### config.mk
export PLATFORM = sky130hd
export DESIGN_NAME = ppbd_regs
export DESIGN_NICKNAME = d
export VERILOG_FILES = /design/src/rtl/ppbd_pkg.sv /design/src/rtl/ppbd_regs.sv
export SDC_FILE = /design/constraint.sdc
export NUM_CORES = 1
export LEC_CHECK = 0
export ABC_CLOCK_PERIOD_IN_PS = 1300
export BUFFER_PORTS_ARGS = -buffer_cell sky130_fd_sc_hd__buf_2
export CORE_MARGIN = 5
export CORE_UTILIZATION = 39
export CTS_BUF_LIST = sky130_fd_sc_hd__clkbuf_8
export DETAILED_ROUTE_END_ITERATION = 7
export GPL_TIMING_DRIVEN = 0
export PLACE_DENSITY = 0.9
export SYNTH_ARGS = -nofsm -noshare
export SYNTH_HDL_FRONTEND = slang
export SYNTH_SLANG_ARGS = --single-unit
### constraint.sdc
create_clock -name clk -period 1.3 [get_ports clk]
set_clock_uncertainty 0.15 [all_clocks]
set_input_delay 0.26 -clock clk [delete_from_list [all_inputs] [get_ports clk]]
set_output_delay 0.26 -clock clk [all_outputs]
set_load 0.03 [all_outputs]
### src/rtl/ppbd_pkg.sv
// ----------------------------------------------------------------------------
// ppbd_pkg
// Shared constants, command codes and control types for the pen plotter
// bitmap drawer.
// ----------------------------------------------------------------------------
package ppbd_pkg;

  // Frame buffer geometry.
  localparam int MAX_WIDTH  = 256;
  localparam int MAX_HEIGHT = 256;
  localparam int ADDR_W     = $clog2(MAX_WIDTH * MAX_HEIGHT);

  // Field widths of the command and result ports.
  localparam int FUNC_W = 3;
  localparam int STEP_W = 10;
  localparam int POS_W  = 8;
  localparam int SIZE_W = 9;

  // Largest usable grid size on each axis.
  localparam int LIM_WIDTH_I  = (MAX_WIDTH  < 256) ? MAX_WIDTH  : 256;
  localparam int LIM_HEIGHT_I = (MAX_HEIGHT < 256) ? MAX_HEIGHT : 256;
  localparam logic [SIZE_W-1:0] LIM_WIDTH  = SIZE_W'(LIM_WIDTH_I);
  localparam logic [SIZE_W-1:0] LIM_HEIGHT = SIZE_W'(LIM_HEIGHT_I);

  // Configuration port.
  localparam int PADDR_W = 3;
  localparam int PDATA_W = 32;
  localparam logic REG_GRID_WIDTH  = 1'b0;
  localparam logic REG_GRID_HEIGHT = 1'b1;
  localparam logic [SIZE_W-1:0] GRID_RESET = SIZE_W'(256);

  // Command codes.
  localparam logic [FUNC_W-1:0] FUNC_LIFT  = 3'd0;
  localparam logic [FUNC_W-1:0] FUNC_LOWER = 3'd1;
  localparam logic [FUNC_W-1:0] FUNC_UP    = 3'd2;
  localparam logic [FUNC_W-1:0] FUNC_DOWN  = 3'd3;
  localparam logic [FUNC_W-1:0] FUNC_LEFT  = 3'd4;
  localparam logic [FUNC_W-1:0] FUNC_RIGHT = 3'd5;
  localparam logic [FUNC_W-1:0] FUNC_READ  = 3'd6;

  // Commands from the controller to the datapath.
  typedef struct packed {
    logic load;     // latch the accepted command
    logic pen_wr;   // update the pen flag
    logic pen_val;  // new pen flag
    logic step;     // take one unit step
    logic rd;       // read the addressed pixel
    logic clr;      // clear one frame buffer entry
  } ppbd_cmd_t;

  // Status from the datapath to the controller.
  typedef struct packed {
    logic step_last;  // the current step is the final one
    logic clr_last;   // the clear pass is at its final entry
  } ppbd_stat_t;

  // Register value to usable grid size: zero acts as one, clamp at the limit.
  function automatic logic [SIZE_W-1:0] eff_size(input logic [SIZE_W-1:0] r,
                                                 input logic [SIZE_W-1:0] lim);
    logic [SIZE_W-1:0] v;
    v = (r == '0) ? SIZE_W'(1) : r;
    if (v > lim) begin
      v = lim;
    end
    return v;
  endfunction

endpackage

### src/rtl/ppbd_regs.sv
// ----------------------------------------------------------------------------
// ppbd_regs
// Configuration registers behind the APB port: grid width and grid height.
// ----------------------------------------------------------------------------
module ppbd_regs (
  input  logic                          clk,
  input  logic                          rst,
  input  logic                          psel,
  input  logic                          penable,
  input  logic                          pwrite,
  input  logic [ppbd_pkg::PADDR_W-1:0]  paddr,
  input  logic [ppbd_pkg::PDATA_W-1:0]  pwdata,
  output logic [ppbd_pkg::PDATA_W-1:0]  prdata,
  output logic                          pready,
  output logic [ppbd_pkg::SIZE_W-1:0]   grid_width,
  output logic [ppbd_pkg::SIZE_W-1:0]   grid_height
);
  import ppbd_pkg::*;

  logic wr_en;
  logic reg_idx;

  // Registers sit on a 4-byte stride.
  assign reg_idx = paddr[2];
  assign pready  = 1'b1;
  assign wr_en   = psel && penable && pwrite && pready;

  // Register writes.
  always_ff @(posedge clk) begin
    if (rst) begin
      grid_width  <= GRID_RESET;
      grid_height <= GRID_RESET;
    end else if (wr_en) begin
      case (reg_idx)
        REG_GRID_WIDTH:  grid_width  <= pwdata[SIZE_W-1:0];
        REG_GRID_HEIGHT: grid_height <= pwdata[SIZE_W-1:0];
        default: ;
      endcase
    end
  end

  // Read data.
  always_comb begin
    case (reg_idx)
      REG_GRID_WIDTH:  prdata = PDATA_W'(grid_width);
      REG_GRID_HEIGHT: prdata = PDATA_W'(grid_height);
      default:         prdata = '0;
    endcase
  end

endmodule

# == Word-level counts from Yosys, hierarchy flattened ==
# Cells that the tools add are included.
# op_classes
n_mux,1
bitwise_logic,1
n_reduce_logical,4
# ops
op,n
one-hot mux 32 bit (2 select lines),1
AND reduction 2 bit,2
logical AND 1 bit,2
inverter 1 bit,1
# totals
regBits,18
in_bits,40
out_inout_bits,51
word_cells,8

# == Longest topological paths before layout ==
# depth
word_depth,3
mapped_depth,3
mapped_depth_nobuf,2

# == Worst setup path before layout ==
# OpenSTA, ideal clock, no wires.
# synth_path
kind,input-to-output
from,input port paddr[2] (netlist bit)
to,output port prdata[0] (netlist bit)
arrival_ps,827
t_required_ps,890
setup_slack_ps,63
path_stages,2
path_buffers,1
path_cell_list,buf_4 > mux2_2
# synth_via
elab_chain_len,2
# synth_lines
item,line,source
start: declaration,ppbd_regs.sv:11,"input logic [ppbd_pkg::PADDR_W-1:0] paddr,"
inverter 1 bit (no line),-,
one-hot mux 32 bit (2 select lines) (*),ppbd_regs.sv:44,case (reg_idx)
end: declaration,ppbd_regs.sv:13,"output logic [ppbd_pkg::PDATA_W-1:0] prdata,"
# Every way passes the cells marked *; elsewhere a longest branch is shown, timed or not. The select of a mux whose other input is x is not followed.

# == Worst setup path in the final report ==
# layout_path
from,register grid_width[1] (netlist bit)
to,output port prdata[1] (netlist bit)
# layout_via
elab_chain_len,1
# layout_lines
item,line,source
start: declaration,ppbd_regs.sv:15,"output logic [ppbd_pkg::SIZE_W-1:0] grid_width,"
start signal: assignment,ppbd_regs.sv:35,REG_GRID_WIDTH: grid_width <= pwdata[SIZE_W-1:0];
one-hot mux 32 bit (2 select lines),ppbd_regs.sv:44,
# No other way between the ends. The select of a mux whose other input is x is not followed.

==> out/results.tsv <==
stage	metric	value	unit
worst_setup_path	timing.critical_path.fanout_max	2	
global_routing	globalRouteOverflowTotal	0	
clocking	ctsHoldBuffers	0	
timing	rsz_0062_raised_after_global_routing	yes	
global_routing	antenna_found_initial	0	
detailed_routing	drcViolationCount	0	
timing	post-route-period-util	1.08	
timing	max_freq	715	MHz
timing	timing.final.crit_period	1.40	ns
detailed_routing	via_per_inst	4.19	
worst_setup_path	setup.worst_path.start_class	flop	
run	max_cap_viol_count	0	
finish	commonest_non_fill_non_tap_cell_in_the_layout	buf_4	
yosys	synthesis.area	0.00108	sq mm
worst_setup_path	worst-endpoint-required	0.89	ns
worst_setup_path	crit_chain	mux2_4, buf_6	
detailed_routing	drtPass1Iterations	4	
status	failed_checks	negative setup slack	
clocking	cts_root_buf	clkbuf_8	
yosys	ys_seq_area_frac	0.333	
clocking	tritoncts	done	
clocking	cts.path.max_buffers	2	
global_routing	wire_length_of_the_first_global_routing_pass	4330	microns
power	report.power.total	1.39	mW
finish	flow.area_growth_from_synthesis	61.7	%
worst_hold_path	holdCritPathClass	in -> reg	
global_routing	grt_pass1_vias	964	
worst_setup_path	timing.critical_path.arrival	0.99	ns
worst_setup_path	r2r_start	grid_width[8]	
worst_setup_path	worstReg2RegEnd	grid_width[8]	
placement	dpl.cell_count	201	
worst_setup_path	crit_slowest_cell	dfxtp_2	
yosys	synth.lib_cells_used.distinct	13	
power	p_leak	0.949	nW
worst_hold_path	holdCritStartpoint	pwdata[4]	
detailed_routing	num_vias	931	
worst_setup_path	critical-path-max-stage-delay	0.33	ns
floorplanning	top_level_ports	91	
finish	drive_gt1_frac	0.618	
timing	slew_viol_final	0	
detailed_routing	routedWlPerCell	11.8	microns
worst_hold_path	min_to	grid_width[4]	
global_routing	globalRouteTotalUtil	0.135	
floorplanning	die_w	62.7	microns
clocking	cts_buffers	3	
placement	dp_hpwl	1850	microns
finish	insertedDiodeCount	0	
clocking	clkLatencyLatePin	0.25	ns
floorplanning	design.core.area	0.00271	sq mm
worst_setup_path	worst_r2r_path_depth	3	
worst_setup_path	setup.worst_path.class	reg -> out	
floorplanning	die_area	0.00393	sq mm
timing	finalWorstSetupSlack	-0.0978	ns
yosys	postSynthCellCount	107	
floorplanning	initial_core_utilization	0.400	
clocking	clkSinkCount	18	
worst_setup_path	timing.critical_path.buf_inv	1	
timing	hold_viol_final	0	
worst_setup_path	crit_path_end_kind	primary output	
finish	layout_common_cells	buf_4 (48), nand2b_1 (24), conb_1 (24), buf_2 (20)	
power	pwr_density_cell	794	mW/mm^2
detailed_routing	route.antenna.remaining_nets	0	
placement	place.gp.congestion	0.779	
clocking	htree_levels	1	
yosys	ys.warnings.count	0	
yosys	flip_flop_and_latch_count_after_synthesis	18	
global_routing	largest_net_degree_at_the_start_of_global_routing	11	
worst_setup_path	r2r_setup_slack	0.38	ns
floorplanning	core.rowCount	19	
timing	setup_failing_eps_final	9	
worst_hold_path	hold-path-cell-count	3	
worst_setup_path	cell_family_contributing_the_most_delay_on_the_critical_path	flip-flops	
finish	nNetsFinal	232	
finish	final_cells	222	
status	result_of_the_run	complete, but fails checks	
clocking	clkSlewWorstSetupHoldPaths	0.07	ns
placement	io_buffers	41	
power	peakVddDrop	0.651	mV
detailed_routing	totalWireLength	2620	microns
detailed_routing	dr.first_iter.drc_count	7	
floorplanning	fp.dieH	62.7	microns
yosys	syn-mean-instance-area	10.1	sq um
-- sequential cells by signal, indices dropped and copies added (netlist names) --
name and cells:
grid_height 9, grid_width 9
-- power breakdown --
group / internal [mW] / switching [mW] / total (mW) / leakage, nW
combinational: 0.159 / 0.209 / 0.368 / 0.768
sequential: 0.566 / 0.00644 / 0.572 / 0.153
clock: 0.269 / 0.182 / 0.451 / 0.0288
total: 0.994 / 0.398 / 1.39 / 0.949
-- worst min-delay path, cell delays in order --
cell and delay [ns]:
buf_2 0.09, nand2b_1 0.07, mux2i_1 0.06
-- cell families (layout without fill, tap and decap cells) --
family	count (synthesis)	in the layout	share of synthesized area
muxes	27	27	0.260
other	2	24	0.00693
buffers and inverters	29	91	0.201
and+or+nand+nor	31	31	0.200
DFF	18	18	0.333
-- metrics by stage --
| step | util | setup slack, ns | cell area (sq um) | setup TNS, ns | hold slack (ns) |
|---|---|---|---|---|---|
| floorplan | - | 0.0627 | 1170 | 0 | 0.281 |
| global placement | 0.520 | -0.209 | 1410 | -1.86 | 0.321 |
| detailed placement | 0.520 | -0.235 | 1410 | -2.08 | 0.329 |
| CTS | 0.631 | -0.100 | 1710 | -0.808 | 0.132 |
| global route | 0.646 | -0.124 | 1750 | -1.05 | 0.147 |
| finish | 0.646 | -0.0978 | 1750 | -0.782 | 0.128 |
-- how the worst max path moves through the flow --
stage                     slack, ns  depth (start not counted)   endpoint          start
after floorplan                0.06                          2  prdata[0]       paddr[2]
after global placement        -0.21                          4  prdata[1]       paddr[2]
after detailed placement      -0.24                          4  prdata[1]       paddr[2]
after CTS                     -0.10                          2  prdata[1]  grid_width[1]
after global routing          -0.12                          2  prdata[1]  grid_width[1]
final                          -0.1                          2  prdata[1]  grid_width[1]
-- synthesized netlist by cell type, drive strengths merged --
cell type | n | share of area
buf | 27 | 0.19
clkbuf | 2 | 0.0069
dfxtp | 18 | 0.33
nand4b | 1 | 0.022
and4b | 1 | 0.0092
mux2 | 9 | 0.094
nor2 | 3 | 0.010
nand2b | 24 | 0.14
nand4 | 1 | 0.012
mux2i | 18 | 0.17
conb | 2 | 0.0069
and4 | 1 | 0.0081
-- repair_timing --
action / CTS / global route
gates resized for setup: 42 / 25
buffers inserted: 16 / 0
cloned: 1 / 0
setup endpoints to repair: 9 / 19
-- layout make-up --
type | count | area (sq um)
Fill cell | 237 | 958
Tap cell | 31 | 38.8
Multi-Input combinational cell | 82 | 599
Buffer | 29 | 225
Timing Repair Buffer | 58 | 450
Clock buffer | 4 | 55.1
Sequential cell | 18 | 383
-- metal layers --
layer	global-route usage	vias to the layer above	wire length (microns)
met3	0.0468	0	185
met1	0.146	425	1050
met4	0.0239	0	0
met2	0.253	35	1380
li1	-	471	-
met5	0	-	0
Note: power is estimated with default switching activity, not from simulation.
