## src/rtl/ppbd_pkg.sv

```systemverilog
// ----------------------------------------------------------------------------
// ppbd_pkg
// Shared constants, command codes and control types for the pen plotter
// bitmap drawer.
// ----------------------------------------------------------------------------
package ppbd_pkg;

  // Frame buffer geometry.
  localparam int MAX_WIDTH  = 256;
  localparam int MAX_HEIGHT = 256;
  localparam int ADDR_W     = $clog2(MAX_WIDTH * MAX_HEIGHT);

  // Field widths of the command and result ports.
  localparam int FUNC_W = 3;
  localparam int STEP_W = 10;
  localparam int POS_W  = 8;
  localparam int SIZE_W = 9;

  // Largest usable grid size on each axis.
  localparam int LIM_WIDTH_I  = (MAX_WIDTH  < 256) ? MAX_WIDTH  : 256;
  localparam int LIM_HEIGHT_I = (MAX_HEIGHT < 256) ? MAX_HEIGHT : 256;
  localparam logic [SIZE_W-1:0] LIM_WIDTH  = SIZE_W'(LIM_WIDTH_I);
  localparam logic [SIZE_W-1:0] LIM_HEIGHT = SIZE_W'(LIM_HEIGHT_I);

  // Configuration port.
  localparam int PADDR_W = 3;
  localparam int PDATA_W = 32;
  localparam logic REG_GRID_WIDTH  = 1'b0;
  localparam logic REG_GRID_HEIGHT = 1'b1;
  localparam logic [SIZE_W-1:0] GRID_RESET = SIZE_W'(256);

  // Command codes.
  localparam logic [FUNC_W-1:0] FUNC_LIFT  = 3'd0;
  localparam logic [FUNC_W-1:0] FUNC_LOWER = 3'd1;
  localparam logic [FUNC_W-1:0] FUNC_UP    = 3'd2;
  localparam logic [FUNC_W-1:0] FUNC_DOWN  = 3'd3;
  localparam logic [FUNC_W-1:0] FUNC_LEFT  = 3'd4;
  localparam logic [FUNC_W-1:0] FUNC_RIGHT = 3'd5;
  localparam logic [FUNC_W-1:0] FUNC_READ  = 3'd6;

  // Commands from the controller to the datapath.
  typedef struct packed {
    logic load;     // latch the accepted command
    logic pen_wr;   // update the pen flag
    logic pen_val;  // new pen flag
    logic step;     // take one unit step
    logic rd;       // read the addressed pixel
    logic clr;      // clear one frame buffer entry
  } ppbd_cmd_t;

  // Status from the datapath to the controller.
  typedef struct packed {
    logic step_last;  // the current step is the final one
    logic clr_last;   // the clear pass is at its final entry
  } ppbd_stat_t;

  // Register value to usable grid size: zero acts as one, clamp at the limit.
  function automatic logic [SIZE_W-1:0] eff_size(input logic [SIZE_W-1:0] r,
                                                 input logic [SIZE_W-1:0] lim);
    logic [SIZE_W-1:0] v;
    v = (r == '0) ? SIZE_W'(1) : r;
    if (v > lim) begin
      v = lim;
    end
    return v;
  endfunction

endpackage

```

## src/rtl/ppbd_ctrl.sv

```systemverilog
// ----------------------------------------------------------------------------
// ppbd_ctrl
// Controller state machine: clears the frame buffer after reset, accepts
// commands, sequences unit steps and pixel reads, and strobes each result.
// ----------------------------------------------------------------------------
module ppbd_ctrl (
  input  logic                          clk,
  input  logic                          rst,
  input  logic                          start,
  input  logic [ppbd_pkg::FUNC_W-1:0]   func,
  input  logic [ppbd_pkg::STEP_W-1:0]   step_count,
  input  ppbd_pkg::ppbd_stat_t          stat,
  output ppbd_pkg::ppbd_cmd_t           cmd,
  output logic                          busy,
  output logic                          done
);
  import ppbd_pkg::*;

  localparam logic [2:0] S_CLEAR = 3'd0;
  localparam logic [2:0] S_IDLE  = 3'd1;
  localparam logic [2:0] S_MOVE  = 3'd2;
  localparam logic [2:0] S_READ  = 3'd3;
  localparam logic [2:0] S_DONE  = 3'd4;

  logic [2:0] state;
  logic [2:0] state_next;

  // State register; reset starts the clearing pass.
  always_ff @(posedge clk) begin
    if (rst) begin
      state <= S_CLEAR;
    end else begin
      state <= state_next;
    end
  end

  // Next state and datapath commands.
  always_comb begin
    state_next = state;
    cmd        = '0;
    case (state)
      S_CLEAR: begin
        cmd.clr = 1'b1;
        if (stat.clr_last) begin
          state_next = S_IDLE;
        end
      end
      S_IDLE: begin
        if (start) begin
          cmd.load = 1'b1;
          case (func)
            FUNC_LIFT: begin
              cmd.pen_wr  = 1'b1;
              cmd.pen_val = 1'b0;
              state_next  = S_DONE;
            end
            FUNC_LOWER: begin
              cmd.pen_wr  = 1'b1;
              cmd.pen_val = 1'b1;
              state_next  = S_DONE;
            end
            FUNC_UP, FUNC_DOWN, FUNC_LEFT, FUNC_RIGHT: begin
              state_next = (step_count == '0) ? S_DONE : S_MOVE;
            end
            FUNC_READ: begin
              state_next = S_READ;
            end
            default: begin
              state_next = S_DONE;
            end
          endcase
        end
      end
      S_MOVE: begin
        cmd.step = 1'b1;
        if (stat.step_last) begin
          state_next = S_DONE;
        end
      end
      S_READ: begin
        cmd.rd     = 1'b1;
        state_next = S_DONE;
      end
      S_DONE: begin
        state_next = S_IDLE;
      end
      default: begin
        state_next = S_IDLE;
      end
    endcase
  end

  assign busy = (state != S_IDLE);
  assign done = (state == S_DONE);

`ifndef SYNTHESIS
  // A result never appears while a new command could be accepted.
  a_done_busy: assert property (@(posedge clk) disable iff (rst) done |-> busy)
    else $error("result strobe while idle");

  // An accepted command always makes the block busy.
  a_accept_busy: assert property (@(posedge clk) disable iff (rst)
    (start && !busy) |=> busy)
    else $error("accepted command did not start");

  // A move keeps stepping until the last step is reported.
  a_move_hold: assert property (@(posedge clk) disable iff (rst)
    (state == S_MOVE && !stat.step_last) |=> (state == S_MOVE))
    else $error("move ended early");

  // Each result is strobed for exactly one cycle.
  a_done_pulse: assert property (@(posedge clk) disable iff (rst) done |=> !done)
    else $error("result strobe longer than one cycle");
`endif

endmodule

```

## config.mk

```make
export PLATFORM = sky130hd
export DESIGN_NAME = ppbd_ctrl
export DESIGN_NICKNAME = d
export VERILOG_FILES = /design/src/rtl/ppbd_pkg.sv /design/src/rtl/ppbd_ctrl.sv
export SDC_FILE = /design/constraint.sdc
export NUM_CORES = 1
export LEC_CHECK = 0
export BUFFER_PORTS_ARGS = -buffer_cell sky130_fd_sc_hd__buf_2
export CORE_AREA = 3 3 40 42
export CTS_CLUSTER_SIZE = 40
export DETAILED_ROUTE_END_ITERATION = 8
export DIE_AREA = 0 0 43 45
export GPL_ROUTABILITY_DRIVEN = 0
export GPL_TIMING_DRIVEN = 0
export PLACE_DENSITY = 0.53
export SYNTH_ARGS = -nofsm -noshare
export SYNTH_HDL_FRONTEND = slang
export SYNTH_SLANG_ARGS = --single-unit
```

## constraint.sdc

```tcl
create_clock -name clk -period 1.3 [get_ports clk]
set_clock_uncertainty 0.05 [all_clocks]
set_input_delay 0.26 -clock clk [delete_from_list [all_inputs] [get_ports clk]]
set_output_delay 0.26 -clock clk [all_outputs]
set_load 0.05 [all_outputs]
```

# == Yosys cells after proc, flatten, opt, wreduce, memory -nomap -nowiden ==
# Index checks and enable logic that the tools add are counted.
# totals
regBits,3
in_bits,18
out_inout_bits,8
# classes
n_eq_ne,14
n_mux,12
reduce_logical,5
# op_table
operator,count
two-way mux 3 bit,6
"equality test 3 x 2 -> 1 bit, second input constant",4
"equality test 3 bit, second input constant",4
one-hot mux 3 bit (4 select lines),1
logical NOT 10 bit,1
"equality test 3 x 1 -> 1 bit, second input constant",2
logical NOT 3 bit,2
"inequality test 2 bit, second input constant",3
one-hot mux 3 bit (2 select lines),1
one-hot mux 2 bit (2 select lines),1
OR reduction 4 bit,1
two-way mux 1 bit,3
"inequality test 3 x 1 -> 1 bit, second input constant",1
AND reduction 3 bit,1

# == Longest topological paths before layout ==
# logic_depth
ltp_word,5
depth_mapped,5
depth_no_buf,4

# == Least setup slack after synthesis ==
# No wires, ideal clock.
# synth_timing
path_type,flip-flop to output port
startpoint,register state[1]
endpoint,output port cmd[3] (netlist bit)
t_arrival_ns,2.327
path_slack_ns,-1.337
stages_incl_launch_ff,6
n_path_buf,1
path_cell_list,dfxtp_1 -> buf_2 -> nor2_1 -> nand3_1 -> nor3_1 -> and2_1
# synth_lines
item,line_no,rtl
"start, declared",ppbd_ctrl.sv:25,logic [2:0] state;
"start signal, assigned",ppbd_ctrl.sv:33,state <= state_next;
"end, declared",ppbd_ctrl.sv:13,"output ppbd_pkg::ppbd_cmd_t cmd,"

==> metrics.md <==
| Metric | Value |
|---|---|
| Worst setup EP type | primary output |
| Core Area | 1280 um^2 |
| Max reg flops | 3 |
| Yosys warnings | 0 |
| Layout cells sized above 1 | 0.720 |
| Max-cap violations | 0 |
| CP peak stage delay | 0.36 ns |
| FF-to-FF Start | state[0] |
| Die X | between 40 and 50 um |
| Maximum vdd drop | just under 0.4 mV |
| Total gr overflow | 0 |
| Final Worst Setup Slack | -0.279 ns |
| Max-slew violations | 0 |
| Dpl cells | a little under 80 |
| Area leader, netlist | dfxtp_1 |
| DR DRC count | 0 |
| Final period util | 1.21 |
| Slew HR | 0.795 |
| Reg2reg end | state[1] |
| Failing checks | negative setup slack |
| Static leakage | roughly 0.30 nW |
| Post-synthesis cell type count | 20 |
| Register area share after synthesis | 0.203 |
| GRT Total Usage | 0.0973 |
| Post-Syn Area | 295 um^2 |
| Filler cell count | 120 |
| Post-synth EDFFs | 0 |
| PwrDens | between 800 and 900 nW/um^2 |
| Clk root buf | clkbuf_4 |
| Final Hold Vio Count | 0 |
| IO buf count | 25 |
| Crit path max-delay family | simple AND/OR/NAND/NOR gates |
| Clock period minus final worst setup slack | about 1.6 ns |
| Most area-consuming cells after synthesis | dfxtp_1 20%, nor4_4 14%, nor3b_1 7.6%, mux2i_1 6.8%, nor3_1 6.8% |
| Critical Path RT | 0.99 ns |
| Slowest-stage cell, CP | dfxtp_4 |
| Mapped Avg Cell Area | a little under 8 um^2 |
| DP Wirelength | approximately 680 um |
| Die height | around 45 um |
| Worst Path Max Fanout | 7 |
| Reg-to-reg setup timing slack | 0 ns |
| Arrival time worst endpoint | roughly 1.3 ns |
| Biggest register | state |
| Hold WS | roughly 0.23 ns |
| Initial Util | 0.230 |
| Clk buf depth | 2 |
| Final ANT Viol Nets | 0 |
| Top cell type's share of synthesized area | 0.203 |
| Synth top cells by count | 5 x nor2_1, 4 x nor3_1, 3 x dfxtp_1, 3 x inv_1, 3 x nor3b_1 |
| DRT iter0 DRCs | 2 |
| Critical hold path startpoint | rst |
| Mapped Cells | 38 |
| Reg clk slew, reported paths | approximately 0.040 ns |
| Achievable Freq | roughly 630 MHz |
| Startpoint Class | register |
| Worst Reg-to-Reg Cells | 4 |
| Tot Pwr | 0.589 mW |
| CP Class | reg2out |
| Setup_tns | -1.38 ns |
| Row count | 13 |
| Setup WS pre-CTS | -0.241 ns |
| DRT Pass-1 Iters | 4 |
| Top Registers | state: 3 flops |
| Crit path buf inv count | 1 |
| Post-CTS Hold Fix Bufs | 0 |
| Top-count cell post-synth | nor2_1 |
| Seq cells post-synth | 3 |
| Hold crit path type | in2reg |
| Syn nets | between 50 and 60 |
| CTS Sinks | 3 |
| Largest net degree at the start of global routing | 11 |
| Area Overhead vs Synth | 128% |
| Worst hold path endpoint | state[0] |
| Unrepaired setup endpoints after global routing | yes |
| Synth Flop Type | dfxtp_1 |
| Routed via count | 423 |
| H-tree levels | 1 |
| Num CTS Buffers | 3 |
| Placed Instance Area | 487 um^2 |
| Nets | between 90 and 100 |
| Hold path cells | 2 |
| TritonCTS clock tree | built |
| Critical path cell sequence | nor2_4 > nand3_4 > nor3_4 > and2_4 > buf_8 |
| Vias per cell | between 4 and 5 |
| Worst Tran Pin Value | 0.306 ns |
| Final core occ | 0.525 |
| IO Count | 26 |
| Design Area, Final | 674 um^2 |
| Final WL | around 960 um |
| First-pass GRT wire length | about 1400 um |
| Outcome | complete, but fails checks |
| Initial antenna violation count | 0 |
| Latest clock arrival within the worst-skew pair | roughly 0.23 ns |
| Non-Filler Instances | 90 |
| Routed wire per std cell | 10.7 um |
| Async SR Flop Fraction | 0 |
| Ant diodes | 0 |
| Vias in the first global route | about 360 |
| Die area | between 1500 and 2000 um^2 |
| Final setup vio count | 8 |
## layout make-up
class | count | area, um^2 | area share
multi-input cells | 30 | 280 | 0.416
inverters | 3 | 13.8 | 0.0204
clock buffers | 4 | 26.3 | 0.0390
plain buffers | 1 | 11.3 | 0.0167
flip-flops and latches | 3 | 66.3 | 0.0983
well taps | 15 | 18.8 | 0.0278
repair buffers | 34 | 258 | 0.382
## power by group
| group | internal, mW | switching (mW) | leakage [nW] |
|---|---|---|---|
| combinational | 0.143 | 0.172 | 0.257 |
| sequential | 0.102 | 0.00997 | 0.0261 |
| clock | 0.115 | 0.0480 | 0.0150 |
## worst max-delay path by stage
stage          endpoint  slack (ns)      from  depth (start not counted)
2_1_floorplan    cmd[3]       -0.46  state[1]                          5
3_3_place_gp     cmd[3]       -0.23  state[2]                          5
3_5_place_dp     cmd[3]       -0.24  state[2]                          5
4_1_cts          cmd[3]       -0.29  state[1]                          6
5_1_grt          cmd[3]       -0.34  state[2]                          5
6_report         cmd[3]       -0.28  state[2]                          5
## cells in the final DEF (no fill, tap or decap), types with 3 or more instances in the layout
cell type / count
buf_2: 17
buf_6: 7
buf_4: 8
buf_8: 3
clkbuf_4: 3
## cell families (layout without fill, tap and decap cells)
kind of cell	after synthesis	in the layout	synth area share
flops	3	3	0.203
simple gates	22	22	0.509
compound gates	6	6	0.148
buf+inv	5	42	0.0720
mux	2	2	0.0678
## routing by layer
metal	global-route usage	wire length [um]	vias to the layer above
li1	-	-	218
met1	0.123	426	183
met2	0.144	451	20
met3	0.0359	75	2
met4	0.0542	10	0
met5	0	0	-
## timing repair
action / 4_1_cts / 5_1_grt
pin swaps: 4 / 8
buffers inserted: 5 / 4
endpoints found under the setup margin: 8 / 11
resized for setup: 21 / 11
Note: power is estimated with default switching activity, not from simulation.
